<file path="src/hw/rtl/mlfs_pkg.sv">
`timescale 1ns / 1ps
// ----------------------------------------------------------------------------
// Multilevel feedback scheduler package
// Shared constants, codes and the controller/datapath interface structs.
// ----------------------------------------------------------------------------
package mlfs_pkg;

  localparam int DEF_QUEUE_DEPTH = 16;
  localparam int DEF_ID_BITS     = 16;
  localparam int DEF_AGE_BITS    = 12;

  localparam int CFG_W   = 12;
  localparam int THR_W   = 12;
  localparam int QNT_W   = 4;
  localparam int KIND_W  = 2;
  localparam int LEVEL_W = 2;
  localparam int CIDX_W  = 2;

  localparam logic [THR_W-1:0] RST_MID_AGE = 12'd1004;
  localparam logic [THR_W-1:0] RST_LOW_AGE = 12'd1001;
  localparam logic [QNT_W-1:0] RST_MID_QNT = 4'd4;
  localparam logic [QNT_W-1:0] RST_LOW_QNT = 4'd1;

  typedef enum logic [KIND_W-1:0] {
    KIND_ADD    = 2'd0,
    KIND_REMOVE = 2'd1,
    KIND_NEXT   = 2'd2,
    KIND_TICK   = 2'd3
  } kind_t;

  typedef enum logic [CIDX_W-1:0] {
    REG_MID_AGE = 2'd0,
    REG_LOW_AGE = 2'd1,
    REG_MID_QNT = 2'd2,
    REG_LOW_QNT = 2'd3
  } cfg_reg_t;

  localparam logic [LEVEL_W-1:0] LVL_TOP = 2'd0;
  localparam logic [LEVEL_W-1:0] LVL_MID = 2'd1;
  localparam logic [LEVEL_W-1:0] LVL_LOW = 2'd2;
  localparam logic [LEVEL_W-1:0] LVL_BAD = 2'd3;

  typedef struct packed {
    logic                load;
    logic                add;
    logic                next;
    logic                age;
    logic                scan_init;
    logic [LEVEL_W-1:0]  scan_q;
    logic                idx_inc;
    logic                promote;
    logic                shift_init;
    logic                shift_step;
    logic                drop;
    logic                set_ok;
    logic                fin;
  } mlfs_cmd_t;

  typedef struct packed {
    logic idx_end;
    logic hit;
    logic age_ge;
    logic room;
    logic shift_end;
  } mlfs_stat_t;

endpackage

</file>
<file path="src/hw/rtl/mlfs_datapath.sv">
`timescale 1ns / 1ps
// ----------------------------------------------------------------------------
// Scheduler datapath
// Queue stores, heads and counts, scan and shift pointers, config and results.
// ----------------------------------------------------------------------------
module mlfs_datapath import mlfs_pkg::*; #(
  parameter int QUEUE_DEPTH = DEF_QUEUE_DEPTH,
  parameter int ID_BITS     = DEF_ID_BITS,
  parameter int AGE_BITS    = DEF_AGE_BITS
) (
  input  logic                clk,
  input  logic                rst_n,
  input  logic [ID_BITS-1:0]  in_proc_id,
  input  logic [LEVEL_W-1:0]  in_level,
  input  logic                cfg_valid,
  input  logic [CIDX_W-1:0]   cfg_index,
  input  logic [CFG_W-1:0]    cfg_data,
  input  mlfs_cmd_t           cmd,
  output mlfs_stat_t          stat,
  output logic                out_valid,
  output logic                out_ok,
  output logic [ID_BITS-1:0]  out_chosen_id,
  output logic [QNT_W-1:0]    out_quantum,
  output logic                out_has_work
);

  localparam int IW = (QUEUE_DEPTH > 1) ? $clog2(QUEUE_DEPTH) : 1;
  localparam int CW = $clog2(QUEUE_DEPTH + 1);
  localparam int SW = CW + 1;
  localparam int TW = (AGE_BITS > THR_W) ? AGE_BITS : THR_W;
  localparam logic [CW-1:0]       DEPTH_C = CW'(QUEUE_DEPTH);
  localparam logic [AGE_BITS-1:0] AGE_MAX = '1;

  function automatic logic [IW-1:0] wrap(input logic [IW-1:0] h, input logic [CW-1:0] p);
    logic [SW-1:0] s;
    s = SW'(h) + SW'(p);
    if (s >= SW'(QUEUE_DEPTH)) s = s - SW'(QUEUE_DEPTH);
    return s[IW-1:0];
  endfunction

  logic [ID_BITS-1:0]  top_ids  [QUEUE_DEPTH];
  logic [ID_BITS-1:0]  mid_ids  [QUEUE_DEPTH];
  logic [AGE_BITS-1:0] mid_ages [QUEUE_DEPTH];
  logic [ID_BITS-1:0]  low_ids  [QUEUE_DEPTH];
  logic [AGE_BITS-1:0] low_ages [QUEUE_DEPTH];

  logic [IW-1:0] head_r [3];
  logic [IW-1:0] head_nxt [3];
  logic [CW-1:0] cnt_r [3];
  logic [CW-1:0] cnt_nxt [3];

  logic [ID_BITS-1:0] key_r;
  logic [LEVEL_W-1:0] lvl_r;
  logic [LEVEL_W-1:0] sel_r;
  logic [CW-1:0]      idx_r;
  logic [CW-1:0]      sp_r;
  logic               sp_act_r;
  logic               ok_r;
  logic [ID_BITS-1:0] chosen_r;
  logic [QNT_W-1:0]   quant_r;

  logic [THR_W-1:0] mid_thr_r, low_thr_r;
  logic [QNT_W-1:0] mid_qnt_r, low_qnt_r;

  logic               out_valid_r, out_ok_r, out_has_work_r;
  logic [ID_BITS-1:0] out_id_r;
  logic [QNT_W-1:0]   out_qnt_r;

  // Read side.
  logic [LEVEL_W-1:0]  nq, rd_q, tgt_q, wr_q;
  logic                any_work;
  logic [CW-1:0]       sp_inc, rd_pos, wr_pos;
  logic [IW-1:0]       rd_head, wr_head, rd_slot, wr_slot;
  logic [ID_BITS-1:0]  rd_id, wr_id;
  logic [AGE_BITS-1:0] rd_age, wr_age;
  logic [CW-1:0]       cnt_sel, cnt_tgt, cnt_lvl, cnt_nq;
  logic [THR_W-1:0]    thr;
  logic                add_ok, wr_en;
  logic                inc_en, dec_en, hinc_en;
  logic [LEVEL_W-1:0]  inc_q, dec_q;

  assign any_work = (cnt_r[0] != '0) || (cnt_r[1] != '0) || (cnt_r[2] != '0);
  assign nq = (cnt_r[0] != '0) ? LVL_TOP : ((cnt_r[1] != '0) ? LVL_MID : LVL_LOW);
  assign rd_q  = cmd.next ? nq : sel_r;
  assign tgt_q = LEVEL_W'(sel_r - LEVEL_W'(1));
  assign sp_inc = sp_r + CW'(1);
  assign rd_pos = cmd.next ? '0 : (sp_act_r ? sp_inc : idx_r);

  always_comb begin
    rd_head = head_r[0];
    wr_head = head_r[0];
    cnt_sel = cnt_r[0];
    cnt_tgt = cnt_r[0];
    cnt_lvl = cnt_r[0];
    cnt_nq  = cnt_r[0];
    for (int q = 0; q < 3; q++) begin
      if (rd_q == LEVEL_W'(q)) rd_head = head_r[q];
      if (wr_q == LEVEL_W'(q)) wr_head = head_r[q];
      if (sel_r == LEVEL_W'(q)) cnt_sel = cnt_r[q];
      if (tgt_q == LEVEL_W'(q)) cnt_tgt = cnt_r[q];
      if (lvl_r == LEVEL_W'(q)) cnt_lvl = cnt_r[q];
      if (nq == LEVEL_W'(q)) cnt_nq = cnt_r[q];
    end
  end

  assign rd_slot = wrap(rd_head, rd_pos);

  always_comb begin
    case (rd_q)
      LVL_TOP: rd_id = top_ids[rd_slot];
      LVL_MID: rd_id = mid_ids[rd_slot];
      default: rd_id = low_ids[rd_slot];
    endcase
    rd_age = (rd_q == LVL_MID) ? mid_ages[rd_slot] : low_ages[rd_slot];
  end

  assign thr = (sel_r == LVL_MID) ? mid_thr_r : low_thr_r;

  assign stat.idx_end   = (idx_r >= cnt_sel);
  assign stat.hit       = (rd_id == key_r);
  assign stat.age_ge    = (TW'(rd_age) >= TW'(thr));
  assign stat.room      = (cnt_tgt < DEPTH_C);
  assign stat.shift_end = (sp_inc >= cnt_sel);

  assign add_ok = (lvl_r != LVL_BAD) && (cnt_lvl < DEPTH_C);

  // Write side: one store write per cycle, except the parallel aging pass.
  always_comb begin
    wr_en  = 1'b0;
    wr_q   = sel_r;
    wr_pos = idx_r;
    wr_id  = rd_id;
    wr_age = '0;
    if (cmd.add && add_ok) begin
      wr_en  = 1'b1;
      wr_q   = lvl_r;
      wr_pos = cnt_lvl;
      wr_id  = key_r;
    end else if (cmd.next && any_work && (nq != LVL_TOP)) begin
      // Rotation: the head entry is copied to the tail with a fresh age.
      wr_en  = 1'b1;
      wr_q   = nq;
      wr_pos = cnt_nq;
    end else if (cmd.promote) begin
      wr_en  = 1'b1;
      wr_q   = tgt_q;
      wr_pos = cnt_tgt;
    end else if (cmd.shift_step) begin
      wr_en  = 1'b1;
      wr_q   = sel_r;
      wr_pos = sp_r;
      wr_age = rd_age;
    end
  end

  assign wr_slot = wrap(wr_head, wr_pos);

  always_ff @(posedge clk) begin
    if (cmd.age) begin
      for (int i = 0; i < QUEUE_DEPTH; i++) begin
        if (mid_ages[i] != AGE_MAX) mid_ages[i] <= mid_ages[i] + AGE_BITS'(1);
        if (low_ages[i] != AGE_MAX) low_ages[i] <= low_ages[i] + AGE_BITS'(1);
      end
    end else if (wr_en) begin
      case (wr_q)
        LVL_TOP: top_ids[wr_slot] <= wr_id;
        LVL_MID: begin
          mid_ids[wr_slot]  <= wr_id;
          mid_ages[wr_slot] <= wr_age;
        end
        default: begin
          low_ids[wr_slot]  <= wr_id;
          low_ages[wr_slot] <= wr_age;
        end
      endcase
    end
  end

  // Counts and heads.
  always_comb begin
    inc_en  = (cmd.add && add_ok) || cmd.promote;
    inc_q   = cmd.promote ? tgt_q : lvl_r;
    dec_en  = (cmd.next && (cnt_r[0] != '0)) || cmd.drop;
    dec_q   = cmd.drop ? sel_r : LVL_TOP;
    hinc_en = cmd.next && any_work;
    for (int q = 0; q < 3; q++) begin
      cnt_nxt[q]  = cnt_r[q];
      head_nxt[q] = head_r[q];
      if (inc_en && (inc_q == LEVEL_W'(q))) cnt_nxt[q] = cnt_r[q] + CW'(1);
      else if (dec_en && (dec_q == LEVEL_W'(q))) cnt_nxt[q] = cnt_r[q] - CW'(1);
      if (hinc_en && (nq == LEVEL_W'(q))) head_nxt[q] = wrap(head_r[q], CW'(1));
    end
  end

  always_ff @(posedge clk) begin
    if (!rst_n) begin
      for (int q = 0; q < 3; q++) begin
        cnt_r[q]  <= '0;
        head_r[q] <= '0;
      end
      sp_act_r    <= 1'b0;
      sel_r       <= LVL_MID;
      out_valid_r <= 1'b0;
      mid_thr_r   <= RST_MID_AGE;
      low_thr_r   <= RST_LOW_AGE;
      mid_qnt_r   <= RST_MID_QNT;
      low_qnt_r   <= RST_LOW_QNT;
    end else begin
      for (int q = 0; q < 3; q++) begin
        cnt_r[q]  <= cnt_nxt[q];
        head_r[q] <= head_nxt[q];
      end
      if (cmd.scan_init) sel_r <= cmd.scan_q;
      if (cmd.shift_init) sp_act_r <= 1'b1;
      else if (cmd.drop) sp_act_r <= 1'b0;
      out_valid_r <= cmd.fin;
      if (cfg_valid) begin
        unique case (cfg_reg_t'(cfg_index))
          REG_MID_AGE: mid_thr_r <= cfg_data[THR_W-1:0];
          REG_LOW_AGE: low_thr_r <= cfg_data[THR_W-1:0];
          REG_MID_QNT: mid_qnt_r <= cfg_data[QNT_W-1:0];
          REG_LOW_QNT: low_qnt_r <= cfg_data[QNT_W-1:0];
          default:     mid_thr_r <= mid_thr_r;
        endcase
      end
    end
  end

  // Transaction payload and result registers.
  always_ff @(posedge clk) begin
    if (cmd.load) begin
      key_r    <= in_proc_id;
      lvl_r    <= in_level;
      ok_r     <= 1'b0;
      chosen_r <= '0;
      quant_r  <= '0;
    end
    if (cmd.add) ok_r <= add_ok;
    if (cmd.next && any_work) begin
      ok_r     <= 1'b1;
      chosen_r <= rd_id;
      case (nq)
        LVL_MID: quant_r <= mid_qnt_r;
        LVL_LOW: quant_r <= low_qnt_r;
        default: quant_r <= '0;
      endcase
    end
    if (cmd.set_ok) ok_r <= 1'b1;
    if (cmd.scan_init) idx_r <= '0;
    else if (cmd.idx_inc) idx_r <= idx_r + CW'(1);
    if (cmd.shift_init) sp_r <= idx_r;
    else if (cmd.shift_step) sp_r <= sp_inc;
    if (cmd.fin) begin
      out_ok_r       <= ok_r;
      out_id_r       <= chosen_r;
      out_qnt_r      <= quant_r;
      out_has_work_r <= any_work;
    end
  end

  assign out_valid     = out_valid_r;
  assign out_ok        = out_ok_r;
  assign out_chosen_id = out_id_r;
  assign out_quantum   = out_qnt_r;
  assign out_has_work  = out_has_work_r;

endmodule

</file>
<file path="src/hw/rtl/mlfs_ctrl.sv">
`timescale 1ns / 1ps
// ----------------------------------------------------------------------------
// Scheduler controller
// Sequences add, remove, next and tick operations over the datapath.
// ----------------------------------------------------------------------------
module mlfs_ctrl import mlfs_pkg::*; (
  input  logic              clk,
  input  logic              rst_n,
  input  logic              start,
  input  logic [KIND_W-1:0] in_kind,
  input  mlfs_stat_t        stat,
  output logic              busy,
  output mlfs_cmd_t         cmd
);

  typedef enum logic [7:0] {
    S_IDLE  = 8'b0000_0001,
    S_ADD   = 8'b0000_0010,
    S_NEXT  = 8'b0000_0100,
    S_AGE   = 8'b0000_1000,
    S_RSCAN = 8'b0001_0000,
    S_PSCAN = 8'b0010_0000,
    S_SHIFT = 8'b0100_0000,
    S_DONE  = 8'b1000_0000
  } state_t;

  state_t state_r, state_nxt;
  logic   lev2_r, lev2_nxt;
  logic   rm_r, rm_nxt;

  always_comb begin
    state_nxt = state_r;
    lev2_nxt  = lev2_r;
    rm_nxt    = rm_r;
    cmd       = '0;
    cmd.scan_q = LVL_MID;
    unique case (state_r)
      S_IDLE: begin
        if (start) begin
          cmd.load = 1'b1;
          unique case (kind_t'(in_kind))
            KIND_ADD:  state_nxt = S_ADD;
            KIND_NEXT: state_nxt = S_NEXT;
            KIND_REMOVE: begin
              cmd.scan_init = 1'b1;
              lev2_nxt      = 1'b0;
              rm_nxt        = 1'b1;
              state_nxt     = S_RSCAN;
            end
            default: begin
              rm_nxt    = 1'b0;
              state_nxt = S_AGE;
            end
          endcase
        end
      end
      S_ADD: begin
        cmd.add   = 1'b1;
        state_nxt = S_DONE;
      end
      S_NEXT: begin
        cmd.next  = 1'b1;
        state_nxt = S_DONE;
      end
      S_AGE: begin
        cmd.age       = 1'b1;
        cmd.scan_init = 1'b1;
        lev2_nxt      = 1'b0;
        state_nxt     = S_PSCAN;
      end
      S_RSCAN: begin
        if (stat.idx_end) begin
          if (!lev2_r) begin
            cmd.scan_init = 1'b1;
            cmd.scan_q    = LVL_LOW;
            lev2_nxt      = 1'b1;
          end else begin
            state_nxt = S_DONE;
          end
        end else if (stat.hit) begin
          cmd.set_ok     = 1'b1;
          cmd.shift_init = 1'b1;
          state_nxt      = S_SHIFT;
        end else begin
          cmd.idx_inc = 1'b1;
        end
      end
      S_PSCAN: begin
        if (stat.idx_end) begin
          if (!lev2_r) begin
            cmd.scan_init = 1'b1;
            cmd.scan_q    = LVL_LOW;
            lev2_nxt      = 1'b1;
          end else begin
            state_nxt = S_DONE;
          end
        end else if (stat.age_ge && stat.room) begin
          cmd.promote    = 1'b1;
          cmd.shift_init = 1'b1;
          state_nxt      = S_SHIFT;
        end else begin
          cmd.idx_inc = 1'b1;
        end
      end
      S_SHIFT: begin
        // Close the gap one entry per cycle; a promotion scan then resumes
        // at the same position, which now holds the following entry.
        if (stat.shift_end) begin
          cmd.drop  = 1'b1;
          state_nxt = rm_r ? S_DONE : S_PSCAN;
        end else begin
          cmd.shift_step = 1'b1;
        end
      end
      S_DONE: begin
        cmd.fin   = 1'b1;
        state_nxt = S_IDLE;
      end
      default: state_nxt = S_IDLE;
    endcase
  end

  always_ff @(posedge clk) begin
    if (!rst_n) begin
      state_r <= S_IDLE;
      lev2_r  <= 1'b0;
      rm_r    <= 1'b0;
    end else begin
      state_r <= state_nxt;
      lev2_r  <= lev2_nxt;
      rm_r    <= rm_nxt;
    end
  end

  assign busy = (state_r != S_IDLE);

endmodule

</file>
<file path="src/hw/rtl/multilevel_feedback_scheduler_top.sv">
`timescale 1ns / 1ps
// ----------------------------------------------------------------------------
// Multilevel feedback scheduler
// Three-level queue scheduler: first-come top level, two aging round-robin
// levels with promotion on tick.
//
//   Channel   Handshake              Payload
//   input     start && !busy         in_kind, in_proc_id, in_level
//   result    out_valid (one cycle)  out_ok, out_chosen_id, out_quantum,
//                                    out_has_work
//   config    cfg_valid && cfg_ready cfg_index, cfg_data
//
// Add and next pass through their operation state and S_DONE before the
// registered result strobe. Remove walks level 1 then level 2 one entry a
// cycle and closes the gap one entry a cycle. Tick ages all entries in
// parallel, then scans both levels; each promotion costs a gap-closing walk.
// Reset clears all counts and heads; stores need no clearing. Results
// cannot be stalled; cfg_ready is always high.
// ----------------------------------------------------------------------------
module multilevel_feedback_scheduler_top import mlfs_pkg::*; #(
  parameter int QUEUE_DEPTH = DEF_QUEUE_DEPTH,
  parameter int ID_BITS     = DEF_ID_BITS,
  parameter int AGE_BITS    = DEF_AGE_BITS
) (
  input  logic                clk,
  input  logic                rst_n,
  input  logic                start,
  output logic                busy,
  input  logic [KIND_W-1:0]   in_kind,
  input  logic [ID_BITS-1:0]  in_proc_id,
  input  logic [LEVEL_W-1:0]  in_level,
  input  logic                cfg_valid,
  output logic                cfg_ready,
  input  logic [CIDX_W-1:0]   cfg_index,
  input  logic [CFG_W-1:0]    cfg_data,
  output logic                out_valid,
  output logic                out_ok,
  output logic [ID_BITS-1:0]  out_chosen_id,
  output logic [QNT_W-1:0]    out_quantum,
  output logic                out_has_work
);

  mlfs_cmd_t  cmd;
  mlfs_stat_t stat;

  assign cfg_ready = 1'b1;

  mlfs_ctrl u_ctrl (
    .clk     (clk),
    .rst_n   (rst_n),
    .start   (start),
    .in_kind (in_kind),
    .stat    (stat),
    .busy    (busy),
    .cmd     (cmd)
  );

  mlfs_datapath #(
    .QUEUE_DEPTH (QUEUE_DEPTH),
    .ID_BITS     (ID_BITS),
    .AGE_BITS    (AGE_BITS)
  ) u_dp (
    .clk           (clk),
    .rst_n         (rst_n),
    .in_proc_id    (in_proc_id),
    .in_level      (in_level),
    .cfg_valid     (cfg_valid),
    .cfg_index     (cfg_index),
    .cfg_data      (cfg_data),
    .cmd           (cmd),
    .stat          (stat),
    .out_valid     (out_valid),
    .out_ok        (out_ok),
    .out_chosen_id (out_chosen_id),
    .out_quantum   (out_quantum),
    .out_has_work  (out_has_work)
  );

endmodule

</file>
<file path="config.mk">
export PLATFORM = sky130hd
export DESIGN_NAME = multilevel_feedback_scheduler_top
export DESIGN_NICKNAME = d
export VERILOG_FILES = /design/src/hw/rtl/mlfs_pkg.sv /design/src/hw/rtl/mlfs_datapath.sv /design/src/hw/rtl/mlfs_ctrl.sv /design/src/hw/rtl/multilevel_feedback_scheduler_top.sv
export SDC_FILE = /design/constraint.sdc
export NUM_CORES = 2
export LEC_CHECK = 0
export BUFFER_PORTS_ARGS = -buffer_cell sky130_fd_sc_hd__buf_2
export CORE_MARGIN = 4
export CORE_UTILIZATION = 60
export DETAILED_ROUTE_END_ITERATION = 10
export PLACE_DENSITY_LB_ADDON = 0.12
export SLEW_MARGIN = 20
export SYNTH_ARGS = -nofsm -noshare
export SYNTH_HDL_FRONTEND = slang
export SYNTH_SLANG_ARGS = --single-unit
</file>
<file path="constraint.sdc">
create_clock -name clk -period 25.9 [get_ports clk]
set_input_delay 2.59 -clock clk [delete_from_list [all_inputs] [get_ports clk]]
set_output_delay 2.59 -clock clk [all_outputs]
set_load 0.005 [all_outputs]
</file>
Yosys cells after proc, flatten, opt, wreduce, memory -nomap -nowiden

Memories as Yosys holds them, arrays and structs flattened.
Index checks and enable logic that the tools add are counted.

RAM bits: 1179
Output and inout bits: 25
Memories: 7
Register bits after elaboration: 117
Bits of input ports: 38

$lt $le $gt $ge: 10
Multiplexer cells: 225
Bitwise logic cells: 7
Add/subtract/negate cells: 51
Eq/ne operators: 70
Reductions and logical operators: 49

Memories:

| name            | depth | bits a word | rd ports | clocked after Yosys merged registers in | write ports | RTL line            | RTL |
|---|---|---|---|---|---|---|---|
| u_dp.low_ids    | 16    | 16          | 1        | 0                                       | 1           | mlfs_datapath.sv:44 | `logic [ID_BITS-1:0] low_ids [QUEUE_DEPTH];` |
| u_dp.mid_ids    | 16    | 16          | 1        | 0                                       | 1           | mlfs_datapath.sv:42 | `logic [ID_BITS-1:0] mid_ids [QUEUE_DEPTH];` |
| u_dp.top_ids    | 16    | 16          | 1        | 0                                       | 1           | mlfs_datapath.sv:41 | `logic [ID_BITS-1:0] top_ids [QUEUE_DEPTH];` |
| u_dp.low_ages   | 16    | 12          | 17       | 0                                       | 16          | mlfs_datapath.sv:45 | `logic [AGE_BITS-1:0] low_ages [QUEUE_DEPTH];` |
| u_dp.mid_ages   | 16    | 12          | 17       | 0                                       | 16          | mlfs_datapath.sv:43 | `logic [AGE_BITS-1:0] mid_ages [QUEUE_DEPTH];` |
| u_dp.cnt_r      | 3     | 5           | 3        | 0                                       | 3           | mlfs_datapath.sv:49 | `logic [CW-1:0] cnt_r [3];` |
| 1 more memories | -     | -           | -        | -                                       | -           | -                   |  |

Operators by type and width:

| cell                                                               | number |
|---|---|
| 12-bit by 1-bit adder with 12-bit output, second input constant    | 32 |
| 12-bit inequality test, second input constant                      | 32 |
| 1-bit 2-to-1 mux                                                   | 140 |
| 5-bit 2-to-1 mux                                                   | 25 |
| 12-bit 2-to-1 mux                                                  | 8 |
| 4-bit 2-to-1 mux                                                   | 19 |
| 8-bit 2-to-1 mux                                                   | 8 |
| 16-bit 2-to-1 mux                                                  | 3 |
| 8-bit one-hot mux with 6 select lines                              | 1 |
| 16-bit one-hot mux with 2 select lines                             | 1 |
| 5-bit by 1-bit adder with 5-bit output, second input constant      | 5 |
| 12-bit OR reduction                                                | 2 |
| 2-bit == test, second input constant                               | 11 |
| 2-bit by 1-bit == test with 1-bit output, second input constant    | 10 |
| 2-bit 2-to-1 mux                                                   | 10 |
| 4-bit by 1-bit subtractor with 4-bit output, second input constant | 5 |
| 16-bit == test                                                     | 1 |
| 4-bit by 1-bit adder with 5-bit output, second input constant      | 3 |
| 5-bit >= comparator, second input constant                         | 3 |
| 1-bit logical AND                                                  | 15 |
| 5-bit one-hot mux with 3 select lines                              | 1 |
| 5-bit nonzero test                                                 | 3 |
| 5-bit by 1-bit subtractor with 5-bit output, second input constant | 3 |
| 2-bit zero test                                                    | 7 |
| other kinds (33)                                                   | 64 |

Depth between registers and ports, before layout

An unclocked memory read counts as a cell.

Word-level depth: 29
Depth in mapped cells: 40
Mapped depth without buffers: 34

Hierarchy

From an unflattened synthesis, not the netlist that was laid out.

Cells, all modules: 4383
Area total of the unflattened synthesis: 63158.1 um^2

By module, submodules not included:

| module                            | area an instance (um^2) | cells an instance | instances |
|---|---|---|---|
| mlfs_datapath                     | 62442.4                 | 4298              | 1 |
| mlfs_ctrl                         | 704.4                   | 83                | 1 |
| multilevel_feedback_scheduler_top | 11.3                    | 2                 | 1 |

Least setup slack after synthesis

Ideal clock, no wire load.

Path kind: reg2reg
Start: mem u_dp.cnt_r[0][5] (netlist name)
End: mem u_dp.top_ids[0][0] (netlist name) (enable)
Stages on the path, launching flop included: 37
Data arrival time: 10.473 ns
Slack: 15.017 ns
Data required time: 25.491 ns
Clock period less this slack: 10.883 ns
Library setup time: 0.409 ns
Cell sequence: dfxtp_1 or4_1 or2_1 a2bb2oi_1 clkbuf_1 clkbuf_1 o22ai_1 a21oi_1 fa_1 clkbuf_1 clkbuf_1 buf_1 buf_1 clkbuf_1 mux4_2 mux4_2 nand2_1 nand2_1 ha_1 a21o_1 a21oi_1 o21ai_0 a2111oi_2 or3_1 buf_2 a221oi_4 or2_2 o22ai_1 nor2_1 ha_1 a21o_1 a21oi_1 xor2_2 xor2_4 buf_2 clkbuf_1 nor3_1

RTL lines:

| what        | RTL line |
|---|---|
| from (decl) | mlfs_datapath.sv:49 |
| to (decl)   | mlfs_datapath.sv:41 |

==> results.ini <==
[status]
outcome = finished clean

[worst_setup_path]
crit_path_top_delay_cell = fa_4
r2r_startpoint = u_dp.cnt_r[0][5]$_SDFFE_PN0P_
setup.worst_path.class = reg2reg
worstSetupStartpointType = flop
r2r_slack_ns = 13.28
ff2ff_path_depth = 31
critical_path.top_delay_family = simple AND/OR/NAND/NOR gates
timing.critical_path.fanout_max = 56
cp.depth = 31
worstSetupEndpointType = flop
critical_path_arrival_ns = 13.01
critPathBufInv = 2
cp.required_ns = 26.30
slowest_stage_delay_cp_ns = 1.14
worst_r2r_endpoint = u_dp.low_ages[5][1]$_DFFE_PP_
crit_top_cell = nand2_1

[timing]
slew-limit-headroom_pct = 20.69
fin_crit_sh_pct = 48.72
report.final.slew_viol_count = 0
grt_setup_unrepaired = no
worst-slew-pin-transition_ns = 1.185
fmax_mhz = 79.26
finalSetupViolations = 0
finalClockSkew_ns = 0.03199
hold_viol_final = 0
setup_tns_ns = 0
timing.final.crit_period_ns = 12.62

[logic_synthesis]
netlist-cell-type-count = 83
postSynthRegisterBits = 1296
syn-num-nets = 4342
yosys_warnings = 0
post_synth_edffs = 1217
synth_top_flop_cell = edfxtp_1
async_reset_ff_share_pct = 0
synthCells = 4222
mappedNetlistArea_sq_mm = 0.06235
synth.top_cells.by_count = edfxtp_1, nand2_1, mux2i_1, mux4_2, xnor2_1
synth_area_per_cell_sq_um = 14.77
yosysTopAreaCell = edfxtp_1
proportion_of_synthesized_chip_area_in_sequential_cells_pct = 61.15
ys_top_cells_by_area = edfxtp_1, mux4_2, mux2i_1
synthDominantCellAreaShare_pct = 58.62
synth.most_common_cell = edfxtp_1

[placement]
numPlacedInstances = 5526
gpl.final_weighted_congestion = 0.9165
portBuffers = 61
place_area_sq_mm = 0.06465
detailed_place_hpwl_mm = 107.0

[global_route]
total_global_routing_overflow = 0
first_global_vias = 37250
grt_max_degree = 122
grt_pass1_wl_mm = 246.7
track_usage_pct = 30.86
antenna_found_initial = 5

[job]
drv.max_cap_violation_count = 0

[clock_network]
clkSlewWorstSetupHoldPaths_ns = 0.06
cts_buffers = 138
cts.sink_count = 1296
htree_levels = 4
post_cts_resized = 0
clk-insertion-delay-late_ns = 0.77
maximum_buffer_depth_of_the_clock_tree = 3
cts_tree = done
cts_post_setup_buffers_inserted = 0
cts.root.buffer_cell = clkbuf_16
postCtsHoldBufs = 0

[floorplanning]
pin_count = 63
die_area_sq_mm = 0.1091
die_h_um = 330.4
start_util_pct = 60.84
die_width_um = 330.4
rows = 117
coreArea_sq_mm = 0.1025

[worst_hold_path]
worstHoldStart = u_dp.chosen_r[8]$_SDFFCE_PN0P_
destination_of_the_worst_hold_path = u_dp.out_chosen_id[8]$_DFFE_PP_
holdPathStages = 0
hold_path_class = reg2reg

[power_and_ir_drop]
leakage_nw = 22.71
p_per_area_mw_per_mm2 = 71.46
vdd_ir_drop_max_mv = 0.05954

[routing]
detail_route.wl_per_cell_um = 28.79
routed_wl_mm = 166.3
via_per_inst = 6.598
drt_drc_violations_left = 0
detail-route-antenna-nets = 0
routed-via-count = 38110
dr.pass1.iters = 6
drt_iter0_markers = 4818

[layout]
antennaDiodeCount = 0
postLayoutCellArea_sq_mm = 0.06919
final_net_count = 4418
finish.cell_count_without_fillers = 5776
area_growth_syn_to_layout_pct = 10.97
drive_above_1_share_pct = 17.83

==> per-stage QoR <==
step	util (%)	setup slack (ns)	hold slack, ns	total power, W
after floorplan	-	15.02	0.4003	0.002795
after global placement	63.08	13.61	0.4003	0.003008
after global routing	67.52	12.66	0.4332	0.005085
after detailed placement	63.09	13.46	0.4051	0.003018
after CTS	67.51	13.42	0.4162	0.004960
final	67.52	13.28	0.4166	0.004944
==> routing by layer <==
metal  global-route usage (%)  vias up  wire length [um]
met1                    44.24    19390             65680
li1                         -    16370                 -
met2                    48.67     1996             79160
met3                    4.632      351             14640
met4                    11.71        6              6764
met5                        0        -                44
==> final cells by class <==
class                   instances  area (sq um)
flip-flops and latches       1296         38130
fillers                      7039         33290
multi-input cells            2665         23590
clock buffers                 185          3745
well taps                    1368          1712
repair buffers                156          1069
clock inverters                65         788.3
inverters                      41         153.9
==> flip-flops by register name, indices dropped and copies added (netlist names), 2 cells and up <==
signal / flops
u_dp.top_ids: 256
u_dp.low_thr_r: 12
u_dp.head_r: 12
u_dp.low_qnt_r: 4
u_ctrl.state_r: 8
u_dp.cnt_r: 15
u_dp.lvl_r: 2
u_dp.sel_r: 2
u_dp.sp_r: 5
u_dp.low_ids: 256
u_dp.out_quantum: 4
u_dp.out_chosen_id: 16
u_dp.key_r: 16
u_dp.quant_r: 4
u_dp.mid_ages: 192
u_dp.idx_r: 5
u_dp.mid_thr_r: 12
u_dp.low_ages: 192
u_dp.mid_ids: 256
u_dp.mid_qnt_r: 4
u_dp.chosen_r: 16
==> worst max path at each step <==
stage / startpoint / to / slack (ns)
floorplan: u_dp.cnt_r[0][5]$_SDFFE_PN0P_ / u_dp.top_ids[0][0]$_DFFE_PP_ / 15.02
global placement: u_dp.cnt_r[0][5]$_SDFFE_PN0P_ / u_dp.mid_ages[4][0]$_DFFE_PP_ / 13.61
detailed placement: u_dp.cnt_r[0][5]$_SDFFE_PN0P_ / u_dp.mid_ages[4][2]$_DFFE_PP_ / 13.46
CTS: u_dp.cnt_r[0][5]$_SDFFE_PN0P_ / u_dp.mid_ages[4][0]$_DFFE_PP_ / 13.42
global route: u_dp.cnt_r[0][5]$_SDFFE_PN0P_ / u_dp.mid_ages[4][0]$_DFFE_PP_ / 12.66
finish: u_dp.cnt_r[0][5]$_SDFFE_PN0P_ / u_dp.low_ages[5][1]$_DFFE_PP_ / 13.28
==> cell usage in the layout (no fill, tap or decap), types with 21 or more instances in the layout <==
cell and count:
a21o_1 33, nor2b_1 24, mux2_2 21, clkbuf_16 142, mux2i_1 396, nand3_1 176
clkbuf_1 40, dfxtp_1 79, a21oi_1 135, edfxtp_1 1217, nor3_1 42, buf_2 61
nor2_4 23, ha_1 76, mux4_2 312, and2_1 24, xnor2_1 209, inv_1 41
and3_1 144, o21ai_0 91, buf_4 91, nand2_1 441, nor2_1 140, xor2_1 157
==> where the power goes <==
group          switching (W)  internal (W)  total (W)
registers          0.0000137       0.00239    0.00241
logic               0.000387      0.000182   0.000569
clock network       0.000845       0.00112    0.00197
total                0.00124       0.00370    0.00494
==> cells by family (layout without fill, tap and decap cells) <==
| kind of cell | Yosys count | in the layout | share of synthesized area, % |
|---|---|---|---|
| simple gates | 1122 | 1122 | 8.629 |
| mux | 730 | 730 | 18.04 |
| xor+xnor | 372 | 372 | 5.298 |
| compound gates | 358 | 358 | 3.390 |
| fa+ha+maj | 82 | 82 | 1.706 |
| other cells | 1 | 1 | 0.006015 |
| flops | 1296 | 1296 | 61.15 |
| buf+inv | 261 | 447 | 1.776 |
Note: power is estimated with default switching activity, not from simulation.
